### src/design/cre_pkg.sv
// Shared constants, types and GF(2^8) helpers for the Cauchy RS encoder.
package cre_pkg;

    localparam int MAX_DATA   = 16;
    localparam int MAX_PARITY = 8;

    localparam int COL_W  = $clog2(MAX_DATA);
    localparam int ROW_W  = $clog2(MAX_PARITY);
    localparam int ND_W   = $clog2(MAX_DATA + 1);
    localparam int NP_W   = $clog2(MAX_PARITY + 1);
    localparam int CFG_W  = 5;
    localparam int IDX_W  = $clog2(MAX_DATA + MAX_PARITY);
    localparam int INV_N  = 1 << IDX_W;

    localparam logic [8:0] GF_POLY  = 9'h11D;
    localparam logic [8:0] GF_TOP   = 9'h100;
    localparam int         GF_ORDER = 255;

    // configuration register indexes
    localparam logic CFG_N_DATA   = 1'b0;
    localparam logic CFG_N_PARITY = 1'b1;

    typedef logic [MAX_PARITY-1:0][7:0] t_acc;

    typedef struct packed {
        t_acc             acc;
        logic [ROW_W-1:0] last_row;
        logic             mark;
    } t_stripe;

    function automatic logic [7:0] gf_mul(input logic [7:0] a, input logic [7:0] b);
        logic [8:0] x;
        logic [7:0] r;
        x = {1'b0, a};
        r = 8'd0;
        for (int i = 0; i < 8; i++) begin
            if (b[i]) r = r ^ x[7:0];
            x = {x[7:0], 1'b0};
            if ((x & GF_TOP) != 9'd0) x = x ^ GF_POLY;
        end
        return r;
    endfunction

    function automatic logic [7:0] gf_inv(input logic [7:0] a);
        logic [7:0] r;
        logic [7:0] base;
        int         e;
        r    = 8'd1;
        base = a;
        e    = GF_ORDER - 1;
        if (a == 8'd0) return 8'd0;
        while (e != 0) begin
            if ((e & 1) != 0) r = gf_mul(r, base);
            base = gf_mul(base, base);
            e    = e >> 1;
        end
        return r;
    endfunction

    function automatic logic [INV_N-1:0][7:0] build_inv_tab();
        logic [INV_N-1:0][7:0] t;
        for (int i = 0; i < INV_N; i++) t[i] = gf_inv(8'(i));
        return t;
    endfunction

    // inverse table over every possible Cauchy denominator
    localparam logic [INV_N-1:0][7:0] INV_TAB = build_inv_tab();

endpackage

### src/design/cre_front.sv
// Front end: takes data bytes, updates the parity accumulators, closes stripes.
module cre_front
    import cre_pkg::*;
(
    input  logic             i_clk,
    input  logic             i_rst_n,
    input  logic             i_cfg_we,
    input  logic             i_cfg_index,
    input  logic [CFG_W-1:0] i_cfg_data,
    input  logic             i_push,
    input  logic [7:0]       i_data_byte,
    input  logic             i_block_end,
    input  logic             i_q_full,
    output logic             o_full,
    output logic             o_q_push,
    output t_stripe          o_q_data
);

    logic [CFG_W-1:0] r_n_data;
    logic [NP_W-1:0]  r_n_parity;
    t_acc             r_acc;
    logic [COL_W-1:0] r_col;

    logic [ND_W-1:0]  nd_eff;
    logic [ROW_W-1:0] np_last;
    t_acc             acc_new;
    logic             close;
    logic             accept;

    always_comb begin
        if (r_n_data == '0)
            nd_eff = ND_W'(1);
        else if (r_n_data > CFG_W'(MAX_DATA))
            nd_eff = ND_W'(MAX_DATA);
        else
            nd_eff = ND_W'(r_n_data);

        if (r_n_parity == '0)
            np_last = '0;
        else if (r_n_parity > NP_W'(MAX_PARITY))
            np_last = ROW_W'(MAX_PARITY - 1);
        else
            np_last = ROW_W'(r_n_parity - NP_W'(1));
    end

    // one GF multiply-accumulate lane per parity row
    always_comb begin
        logic [IDX_W-1:0] idx;
        for (int p = 0; p < MAX_PARITY; p++) begin
            idx = (IDX_W'(nd_eff) + IDX_W'(p)) ^ IDX_W'(r_col);
            if (ROW_W'(p) <= np_last)
                acc_new[p] = r_acc[p] ^ gf_mul(INV_TAB[idx], i_data_byte);
            else
                acc_new[p] = r_acc[p];
        end
    end

    assign close  = ND_W'(r_col) >= (nd_eff - ND_W'(1));
    assign o_full = i_q_full;
    assign accept = i_push && !i_q_full;

    assign o_q_push          = accept && close;
    assign o_q_data.acc      = acc_new;
    assign o_q_data.last_row = np_last;
    assign o_q_data.mark     = i_block_end;

    always_ff @(posedge i_clk) begin
        if (!i_rst_n) begin
            r_n_data   <= CFG_W'(4);
            r_n_parity <= NP_W'(2);
            r_acc      <= '0;
            r_col      <= '0;
        end else begin
            if (i_cfg_we) begin
                if (i_cfg_index == CFG_N_DATA)
                    r_n_data <= i_cfg_data;
                else
                    r_n_parity <= i_cfg_data[NP_W-1:0];
            end
            if (accept) begin
                if (close) begin
                    r_acc <= '0;
                    r_col <= '0;
                end else begin
                    r_acc <= acc_new;
                    r_col <= r_col + COL_W'(1);
                end
            end
        end
    end

endmodule

### src/design/cre_queue.sv
// Two-entry queue of closed stripes between front and back.
module cre_queue
    import cre_pkg::*;
(
    input  logic    i_clk,
    input  logic    i_rst_n,
    input  logic    i_push,
    input  t_stripe i_data,
    output logic    o_full,
    input  logic    i_pop,
    output logic    o_valid,
    output t_stripe o_data
);

    t_stripe    r_mem [2];
    logic       r_wr;
    logic       r_rd;
    logic [1:0] r_cnt;

    logic do_push;
    logic do_pop;

    assign o_full  = r_cnt == 2'd2;
    assign o_valid = r_cnt != 2'd0;
    assign o_data  = r_mem[r_rd];
    assign do_push = i_push && !o_full;
    assign do_pop  = i_pop && o_valid;

    always_ff @(posedge i_clk) begin
        if (do_push) r_mem[r_wr] <= i_data;
    end

    always_ff @(posedge i_clk) begin
        if (!i_rst_n) begin
            r_wr  <= 1'b0;
            r_rd  <= 1'b0;
            r_cnt <= 2'd0;
        end else begin
            if (do_push) r_wr <= ~r_wr;
            if (do_pop)  r_rd <= ~r_rd;
            if (do_push && !do_pop)
                r_cnt <= r_cnt + 2'd1;
            else if (do_pop && !do_push)
                r_cnt <= r_cnt - 2'd1;
        end
    end

endmodule

### src/design/cre_back.sv
// Back end: holds one closed stripe and hands out its parity bytes row by row.
module cre_back
    import cre_pkg::*;
(
    input  logic             i_clk,
    input  logic             i_rst_n,
    input  logic             i_q_valid,
    input  t_stripe          i_q_data,
    output logic             o_q_pop,
    input  logic             i_pop,
    output logic             o_empty,
    output logic [7:0]       o_parity_byte,
    output logic [ROW_W-1:0] o_parity_row,
    output logic             o_stripe_last,
    output logic             o_block_last
);

    t_stripe          r_cur;
    logic             r_valid;
    logic [ROW_W-1:0] r_row;

    logic take;
    logic last;
    logic load;

    assign last    = r_row == r_cur.last_row;
    assign take    = i_pop && r_valid;
    assign load    = i_q_valid && (!r_valid || (take && last));
    assign o_q_pop = load;

    assign o_empty       = !r_valid;
    assign o_parity_byte = r_cur.acc[r_row];
    assign o_parity_row  = r_row;
    assign o_stripe_last = last;
    assign o_block_last  = r_cur.mark;

    always_ff @(posedge i_clk) begin
        if (load) r_cur <= i_q_data;
    end

    always_ff @(posedge i_clk) begin
        if (!i_rst_n) begin
            r_valid <= 1'b0;
            r_row   <= '0;
        end else if (load) begin
            r_valid <= 1'b1;
            r_row   <= '0;
        end else if (take) begin
            if (last)
                r_valid <= 1'b0;
            r_row <= r_row + ROW_W'(1);
        end
    end

endmodule

### src/design/cauchy_rs_erasure_encoder_core.sv
// Top level of the Cauchy Reed-Solomon GF(2^8) parity encoder.
// Takes one data byte per cycle unless full, columns of one stripe in order; all active parity
// rows are updated in parallel by per-row GF multiply-XOR lanes, so input never
// waits on arithmetic. When a byte closes a stripe, the finished accumulators go
// into a two-entry stripe queue and the output stage hands out one parity byte
// per cycle while pop is held, row 0 first. The input reports full only while
// that queue holds two closed stripes; with n_parity rows per stripe and n_data
// bytes per stripe, the sustained rate is one byte per cycle as long as
// n_parity <= n_data and pop is held, otherwise set by the single output port.
// Configuration writes are always ready and take effect on the next byte.
module cauchy_rs_erasure_encoder_core
    import cre_pkg::*;
(
    input  logic             i_clk,
    input  logic             i_rst_n,
    input  logic             i_cfg_valid,
    output logic             o_cfg_ready,
    input  logic             i_cfg_index,
    input  logic [CFG_W-1:0] i_cfg_data,
    input  logic             push,
    output logic             full,
    input  logic [7:0]       i_data_byte,
    input  logic             i_block_end,
    output logic             empty,
    input  logic             pop,
    output logic [7:0]       o_parity_byte,
    output logic [ROW_W-1:0] o_parity_row,
    output logic             o_stripe_last,
    output logic             o_block_last
);

    logic    q_push;
    logic    q_full;
    logic    q_valid;
    logic    q_pop;
    t_stripe q_in;
    t_stripe q_out;

    assign o_cfg_ready = 1'b1;

    cre_front u_front (
        .i_clk       (i_clk),
        .i_rst_n     (i_rst_n),
        .i_cfg_we    (i_cfg_valid),
        .i_cfg_index (i_cfg_index),
        .i_cfg_data  (i_cfg_data),
        .i_push      (push),
        .i_data_byte (i_data_byte),
        .i_block_end (i_block_end),
        .i_q_full    (q_full),
        .o_full      (full),
        .o_q_push    (q_push),
        .o_q_data    (q_in)
    );

    cre_queue u_queue (
        .i_clk   (i_clk),
        .i_rst_n (i_rst_n),
        .i_push  (q_push),
        .i_data  (q_in),
        .o_full  (q_full),
        .i_pop   (q_pop),
        .o_valid (q_valid),
        .o_data  (q_out)
    );

    cre_back u_back (
        .i_clk         (i_clk),
        .i_rst_n       (i_rst_n),
        .i_q_valid     (q_valid),
        .i_q_data      (q_out),
        .o_q_pop       (q_pop),
        .i_pop         (pop),
        .o_empty       (empty),
        .o_parity_byte (o_parity_byte),
        .o_parity_row  (o_parity_row),
        .o_stripe_last (o_stripe_last),
        .o_block_last  (o_block_last)
    );

endmodule

### config.mk
export PLATFORM = sky130hd
export DESIGN_NAME = cauchy_rs_erasure_encoder_core
export DESIGN_NICKNAME = d
export VERILOG_FILES = /design/src/design/cre_pkg.sv /design/src/design/cre_front.sv /design/src/design/cre_queue.sv /design/src/design/cre_back.sv /design/src/design/cauchy_rs_erasure_encoder_core.sv
export SDC_FILE = /design/constraint.sdc
export NUM_CORES = 1
export LEC_CHECK = 0
export ABC_CLOCK_PERIOD_IN_PS = 12700
export BUFFER_PORTS_ARGS = -buffer_cell sky130_fd_sc_hd__buf_2
export CAP_MARGIN = 0
export CORE_AREA = 3 3 330 169
export DETAILED_ROUTE_END_ITERATION = 10
export DIE_AREA = 0 0 333 172
export PLACE_DENSITY = 0.69
export SKIP_CTS_REPAIR_TIMING = 1
export SLEW_MARGIN = 25
export SYNTH_ARGS = -nofsm -noshare
export SYNTH_HDL_FRONTEND = slang
export SYNTH_HIERARCHICAL = 1
export SYNTH_SLANG_ARGS = --single-unit
### constraint.sdc
create_clock -name i_clk -period 12.7 [get_ports i_clk]
set_clock_uncertainty 0.2 [all_clocks]
set_input_delay 0.635 -clock i_clk [delete_from_list [all_inputs] [get_ports i_clk]]
set_output_delay 0.635 -clock i_clk [all_outputs]
set_load 0.02 [all_outputs]
==> flow_summary.toml, run 1 <==
[run_status]
status = "finished, final reports clean"

[clock_tree]
ctsRootBufferMaster = "clkbuf_16"
htreeDepth = 1
clkTransAtPathRegs_ns = 0.06
clk_path_buf_depth = 3
cts_tree = "built"
cts_sinks = 290
insertion_delay_ns = 0.58
cts_made_buffers = 28

[detailed_routing]
vias = 23000
drtAntennaViolNets = 0
viasPerCell = 6.17
wl_per_cell_microns = 21.8
firstDrtPassIters = 6
drcViolationCount = 0
drt_iter0_drc = 2782
wirelength_microns = 81300

[worst_setup_path]
max_stage_delay_ns = 0.75
cp.required_ns = 12.96
r2r_setup_slack_ns = 5.28
critPathCaptureType = "flop"
critPathSlowestCell = "xor2_1"
ff2ff_path_depth = 18
critPathKind = "flop to flop"
crit_arrival_ns = 7.68
path_cells = "nor2b_1 > inv_1 > ha_1 > xor2_1 > clkinv_1 > ha_1 > nand2_1 > a211oi_1 > a211oi_1 > xnor2_1 > xor2_1 > xnor2_1 > or4_1 > o311ai_0 > xnor2_1 > nor2_1 > o21ai_0 > a21o_1"
critical_path.startpoint = "u_front/r_n_data[1]"
rr_startpoint = "u_front/r_n_data[1]"
path_max_fanout = 20
cp-start-kind = "flop"
cpMostUsedCell = "xnor2_1"
reg2reg_to = "u_front/r_acc[44]"

[cells_and_area]
layout_common_cells = "nand2_1, xnor2_1, nor2_1"
mostFrequentLayoutCell = "nand2_1"
fin_cells = 3732
num-nets-final = 3066
drive_gt1_share_pct = 10.2
fin_util_pct = 53.7
area_growth_pct = 5.83
fillers = 4813

[floorplan]
die_y_microns = 172
placementRows = 60
die_area_sq_um = 57300
initial_core_util_pct = 50.8
fp.dieW_microns = 333
ios = 36
core_area_sq_um = 53300

[logic_synthesis]
synth_cell_type_count = 98
synthFlopType = "edfxtp_1"
ys_seq_area_share_pct = 29.0
synth_seq_cells = 290
yosys_warnings = 6
synth_cells = 3096
postSynthAreaPerCell_sq_um = 8.74
synth_edf_count = 204
async_reset_ff_share_pct = 0
synth_area_sq_um = 27100
synth_nets = 3167

[pwr]
powerDensity_nw_per_um2 = 260
p_leak_nw = 10.6
irDropWorstVdd_mv = 0.132
total_power_mw = 7.45

[timing]
worstMarginPinSlew_ns = 1.03
slew_headroom_pct = 31.2
rsz0062_at_grt = "no"
hold_viol_final = 0
finalSetupTns_ns = 0
period_share_pct = 58.4
drv_slew = 0
setup_viol = 0
min_period_ns = 7.42
max_freq_ghz = 0.135
setup_ws_ns = 5.28

[global_routing]
antenna_found_initial = 2
grt_pass1_vias = 21000
grt_pass1_wl_microns = 124000
grt_usage_pct = 27.5
grt_max_degree = 72
overflow = 0

[hold_path]
hold_start = "i_block_end"
hold_class = "input port to flop"
worst_hold_path.endpoint = "u_queue/r_mem[0][0]"
holdPathStages = 1

[place]
pre_cts_ws_ns = 5.48
hpwl_microns = 55800
dp_cells = 3677
io_buffers = 34
routabilityCongestion = 0.938

[run]
cap_violations = 0
where the power goes:
group          internal (mW)  total (mW)  switching, mW
logic                   2.22        5.26           3.03
registers               1.29        1.36         0.0683
clock network          0.457       0.833          0.376
per-layer routing:
| layer | global-route usage [%] | share of wire (%) | vias to the layer above |
|---|---|---|---|
| met5 | 0.900 | 0.11 | - |
| met4 | 6.74 | 2.3 | 4 |
| met3 | 7.74 | 12 | 140 |
| met2 | 40.9 | 42 | 1139 |
| met1 | 39.4 | 44 | 11000 |
| li1 | - | - | 10700 |
Yosys cell counts, types with 13 or more instances:
cell	n	area share, %
o31ai_1	14	0.39
a22o_1	14	0.45
nor3_1	55	1.0
mux4_1	13	1.3
nand2b_1	24	0.55
and3_1	13	0.30
o22ai_1	18	0.42
or2_2	20	0.46
inv_1	50	0.69
nor2_1	220	3.1
nor2b_1	13	0.30
o211ai_1	42	1.2
a22oi_1	39	1.1
xnor2_1	441	14
mux2_2	72	3.0
edfxtp_1	204	23
or3_1	21	0.49
mux2_4	20	1.1
buf_1	24	0.33
nand3_1	71	1.3
clkbuf_1	170	2.4
o21ai_0	128	2.4
nand2_1	502	7.0
xnor3_1	45	3.7
a21oi_1	134	2.5
ha_1	51	2.4
a211oi_1	27	0.75
buf_2	23	0.43
a31oi_1	51	1.2
mux2i_1	63	2.3
dfxtp_1	86	6.4
and2_1	21	0.49
a21o_1	16	0.44
xor2_1	143	4.6
per-stage QoR:
step	area, sq um	hold WS [ns]
floorplan	27100	0.241
global placement	27700	0.257
detailed placement	27700	0.268
CTS	28600	0.0311
global route	28600	0.0406
finish	28600	0.0548
cell type report:
cell class | instances | area [sq um] | share of cell area, %
diodes | 2 | 5.00 | 0.0175
clock inverters | 13 | 123 | 0.428
flip-flops and latches | 290 | 7850 | 27.4
clock buffers | 39 | 783 | 2.74
well taps | 713 | 892 | 3.12
inverters | 60 | 225 | 0.787
repair buffers | 97 | 643 | 2.25
multi-input cells | 2518 | 18100 | 63.2
worst max path at each step:
stage,cells after the start,to
6_report,18,u_front/r_acc[44]
5_1_grt,18,u_front/r_acc[10]
4_1_cts,17,u_queue/r_mem[0][14]
3_5_place_dp,17,u_queue/r_mem[0][14]
3_3_place_gp,17,u_queue/r_mem[0][14]
2_1_floorplan,24,u_queue/r_mem[0][0]
state kept, by name, summed over array words and instances (netlist names), named ones only:
register / cells
u_queue/r_wr: 1
u_back/o_block_last: 1
u_queue/r_cnt: 2
u_back/r_cur: 67
u_front/r_n_data: 5
u_front/r_col: 4
u_back/r_valid: 1
u_front/r_acc: 64
u_back/o_parity_row: 3
u_queue/r_mem: 136
u_queue/r_rd: 1
u_front/r_n_parity: 4
worst max-delay path, delay by kind of cell (launching register included):
family | cells | cell delay [ns]
xor+xnor | 5 | 1.95
buf+inv | 2 | 0.80
fa+ha+maj | 2 | 0.85
compound gates | 5 | 1.21
simple gates | 4 | 1.53
flops | 1 | 0.74
cell families (layout without fill, tap and decap cells):
family	Yosys count	in the layout	synth area share, %
buffers and inverters	288	209	4.35
multiplexers	181	181	8.75
XOR/XNOR	640	640	23.6
AO/OA/AOI/OAI	632	632	15.5
adder cells (fa/ha/maj)	51	51	2.36
other	1	3	0.0139
flip-flops	290	290	29.0
AND/OR/NAND/NOR	1013	1013	16.4
Note: power is estimated with default switching activity, not from simulation.
==> run 2: changes to the inputs <==
--- a/config.mk
+++ b/config.mk
@@ -5,7 +5,7 @@
 export SDC_FILE = /design/constraint.sdc
 export NUM_CORES = 1
 export LEC_CHECK = 0
-export ABC_CLOCK_PERIOD_IN_PS = 12700
+export ABC_CLOCK_PERIOD_IN_PS = 7400
 export BUFFER_PORTS_ARGS = -buffer_cell sky130_fd_sc_hd__buf_2
 export CAP_MARGIN = 0
 export CORE_AREA = 3 3 330 169
==> constraint.sdc (replaced) <==
create_clock -name i_clk -period 7.4 [get_ports i_clk]
set_clock_uncertainty 0.2 [all_clocks]
set_input_delay 0.37 -clock i_clk [delete_from_list [all_inputs] [get_ports i_clk]]
set_output_delay 0.37 -clock i_clk [all_outputs]
set_load 0.02 [all_outputs]
==> run 2 against run 1 <==
  * Clock power rose by 68%
  * Hold slack lost 0.017 ns
  * Critical path depth increased by 1
  * Cell area increased by 1.1%
  * Sequential power is 72% higher
  * Register-to-register slack got worse by 4.5 ns
  * Setup slack worse by 4.5 ns
  * Fmax is 12% higher
  * Global-route usage grew 0.15 points
  * Sequential share of layout area down 0.29 points
  * Wire length increased by 1.4%
  * Combinational power is 74% higher
  * Largest cell class unchanged
==> flow_summary.toml, run 2 (synthesis results as in run 1) <==
[run_status]
status = "finished, final reports clean"

[cells_and_area]
regMostFlops = "u_queue/r_mem"
drive_gt1_share_pct = 10.7
area_growth_pct = 6.97
mostFrequentLayoutCell = "nand2_1"
reg_top3 = "u_queue/r_mem: 136 flops, u_back/r_cur: 67 flops, u_front/r_acc: 64 flops"
layout_common_cells = "nand2_1, xnor2_1, nor2_1"
largest_reg_flops = 136
num-nets-final = 3104

[worst_setup_path]
critPathCaptureType = "flop"
cp.required_ns = 7.49
ff2ff_path_depth = 19
r2r_setup_slack_ns = 0.77
rr_startpoint = "u_front/r_n_data[1]"
reg2reg_to = "u_queue/r_mem[1][57]"
critPathKind = "flop to flop"
cp-start-kind = "flop"
path_max_fanout = 36
crit_arrival_ns = 6.72

[floorplan]
ios = 36
placementRows = 60
die_area_sq_um = 57300
initial_core_util_pct = 50.8
fp.dieW_microns = 333
die_y_microns = 172
core_area_sq_um = 53300

[pwr]
switching_share_pct = 46.5
p_int_mw = 6.88
irDropWorstVdd_mv = 0.216
clock_power_share_pct = 10.9
p_leak_nw = 10.8
combPwrFrac_pct = 71.0
seq_power_share_pct = 18.2
switching_power_mw = 5.98
powerDensity_nw_per_um2 = 444

[clock_tree]
htreeDepth = 1
clkTransAtPathRegs_ns = 0.07
cts_made_buffers = 27
insertion_delay_ns = 0.57
cts_tree = "built"
cts_sinks = 290
clk_path_buf_depth = 3
ctsRootBufferMaster = "clkbuf_16"

[place]
routabilityCongestion = 0.955
io_buffers = 34
pre_cts_ws_ns = 0.964
hpwl_microns = 57500

[detailed_routing]
firstDrtPassIters = 5
wl_per_cell_microns = 21.9
drtAntennaViolNets = 0
drcViolationCount = 0
wirelength_microns = 82400
vias = 23200
drt_iter0_drc = 3117
viasPerCell = 6.16

[hold_path]
hold_class = "input port to flop"
holdPathStages = 4
hold_start = "i_cfg_index"
worst_hold_path.endpoint = "u_front/r_n_parity[3]"

[timing]
hold_viol_final = 0
setup_ws_ns = 0.767
worstMarginPinSlew_ns = 1.11
slew_headroom_pct = 25.5
rsz0062_at_grt = "no"
setup_viol = 0
period_share_pct = 89.6
min_period_ns = 6.63
finalSetupTns_ns = 0
drv_slew = 0
max_freq_ghz = 0.151

[global_routing]
antenna_found_initial = 1
grt_pass1_wl_microns = 125000
grt_pass1_vias = 20500
grt_max_degree = 71
grt_usage_pct = 27.6
overflow = 0

[run]
cap_violations = 0
## run 2: cell count changes in the layout (fill, tap and decap cells not counted), sizes merged
cell | previous run | this run
buf | 96 | 124
bufinv | 1 | 2
clkbuf | 40 | 43
clkinv | 12 | 6
diode | 2 | 1
dlygate4sd3 | 0 | 11
## run 2: power groups by stage
stage               clock network (mW)  logic (mW)  registers, mW
floorplan                            0        6.73           2.34
global placement                     0        8.74           2.36
detailed placement                   0        8.88           2.37
CTS                               1.42        8.92           2.33
global route                      1.49        9.75           2.35
finish                            1.40        9.13           2.34
## run 2: how the worst max path moves through the flow
stage / startpoint / to / slack [ns] / depth (start not counted)
4_1_cts: u_front/r_n_data[1] / u_front/r_acc[27] / 0.88 / 17
2_1_floorplan: u_front/r_n_data[4] / u_front/r_acc[53] / 0.01 / 28
5_1_grt: u_front/r_n_data[1] / u_queue/r_mem[1][57] / 0.44 / 19
6_report: u_front/r_n_data[1] / u_queue/r_mem[1][57] / 0.77 / 19
3_5_place_dp: u_front/r_n_data[1] / u_front/r_acc[27] / 0.96 / 17
3_3_place_gp: u_front/r_n_data[1] / u_front/r_acc[27] / 1.11 / 19
## run 2: routing by layer
metal	up-vias	part of all wire (%)	track usage (%)
met2	1155	43	42.8
met4	2	1.5	4.31
met1	11200	45	41.7
li1	10800	-	-
met5	-	0.016	0
met3	99	10	3.90
## run 2: cell type report
| class | instances | area (sq um) |
|---|---|---|
| timing repair buffer | 136 | 1000 |
| antenna | 1 | 2.50 |
| multi-input combinational | 2518 | 18100 |
| tap | 713 | 892 |
| sequential | 290 | 7850 |
| clock buffer | 42 | 783 |
| inverter | 60 | 225 |
| clock inverter | 8 | 98.8 |
| fill | 4733 | 24400 |
## run 2: worst max-delay path, cell delays in order (launching register included)
cell	delay [ns]
dfxtp_1	0.44
nor3_1	0.48
nor2_1	0.08
nor2_1	0.15
inv_1	0.09
ha_1	0.29
buf_4	0.41
ha_1	0.48
inv_1	0.28
a21oi_1	0.11
a311oi_1	0.34
o32a_1	0.60
xor2_1	0.16
xnor2_1	0.70
nand2_1	0.15
xnor2_1	0.18
xnor3_1	0.43
xor2_1	0.19
nand2_1	0.10
xnor2_1	0.47
## run 2: stage by stage
step	instances	power [mW]	hold WS (ns)	instance area [sq um]	utilization (%)
after floorplan	3096	9.07	0.241	27100	-
after global placement	3704	11.1	0.254	27900	52.4
after detailed placement	3704	11.2	0.272	27900	52.4
after CTS	3754	12.7	-0.219	28800	54.0
after global routing	3767	13.6	0.0758	28900	54.3
final	3768	12.9	0.0378	28900	54.3
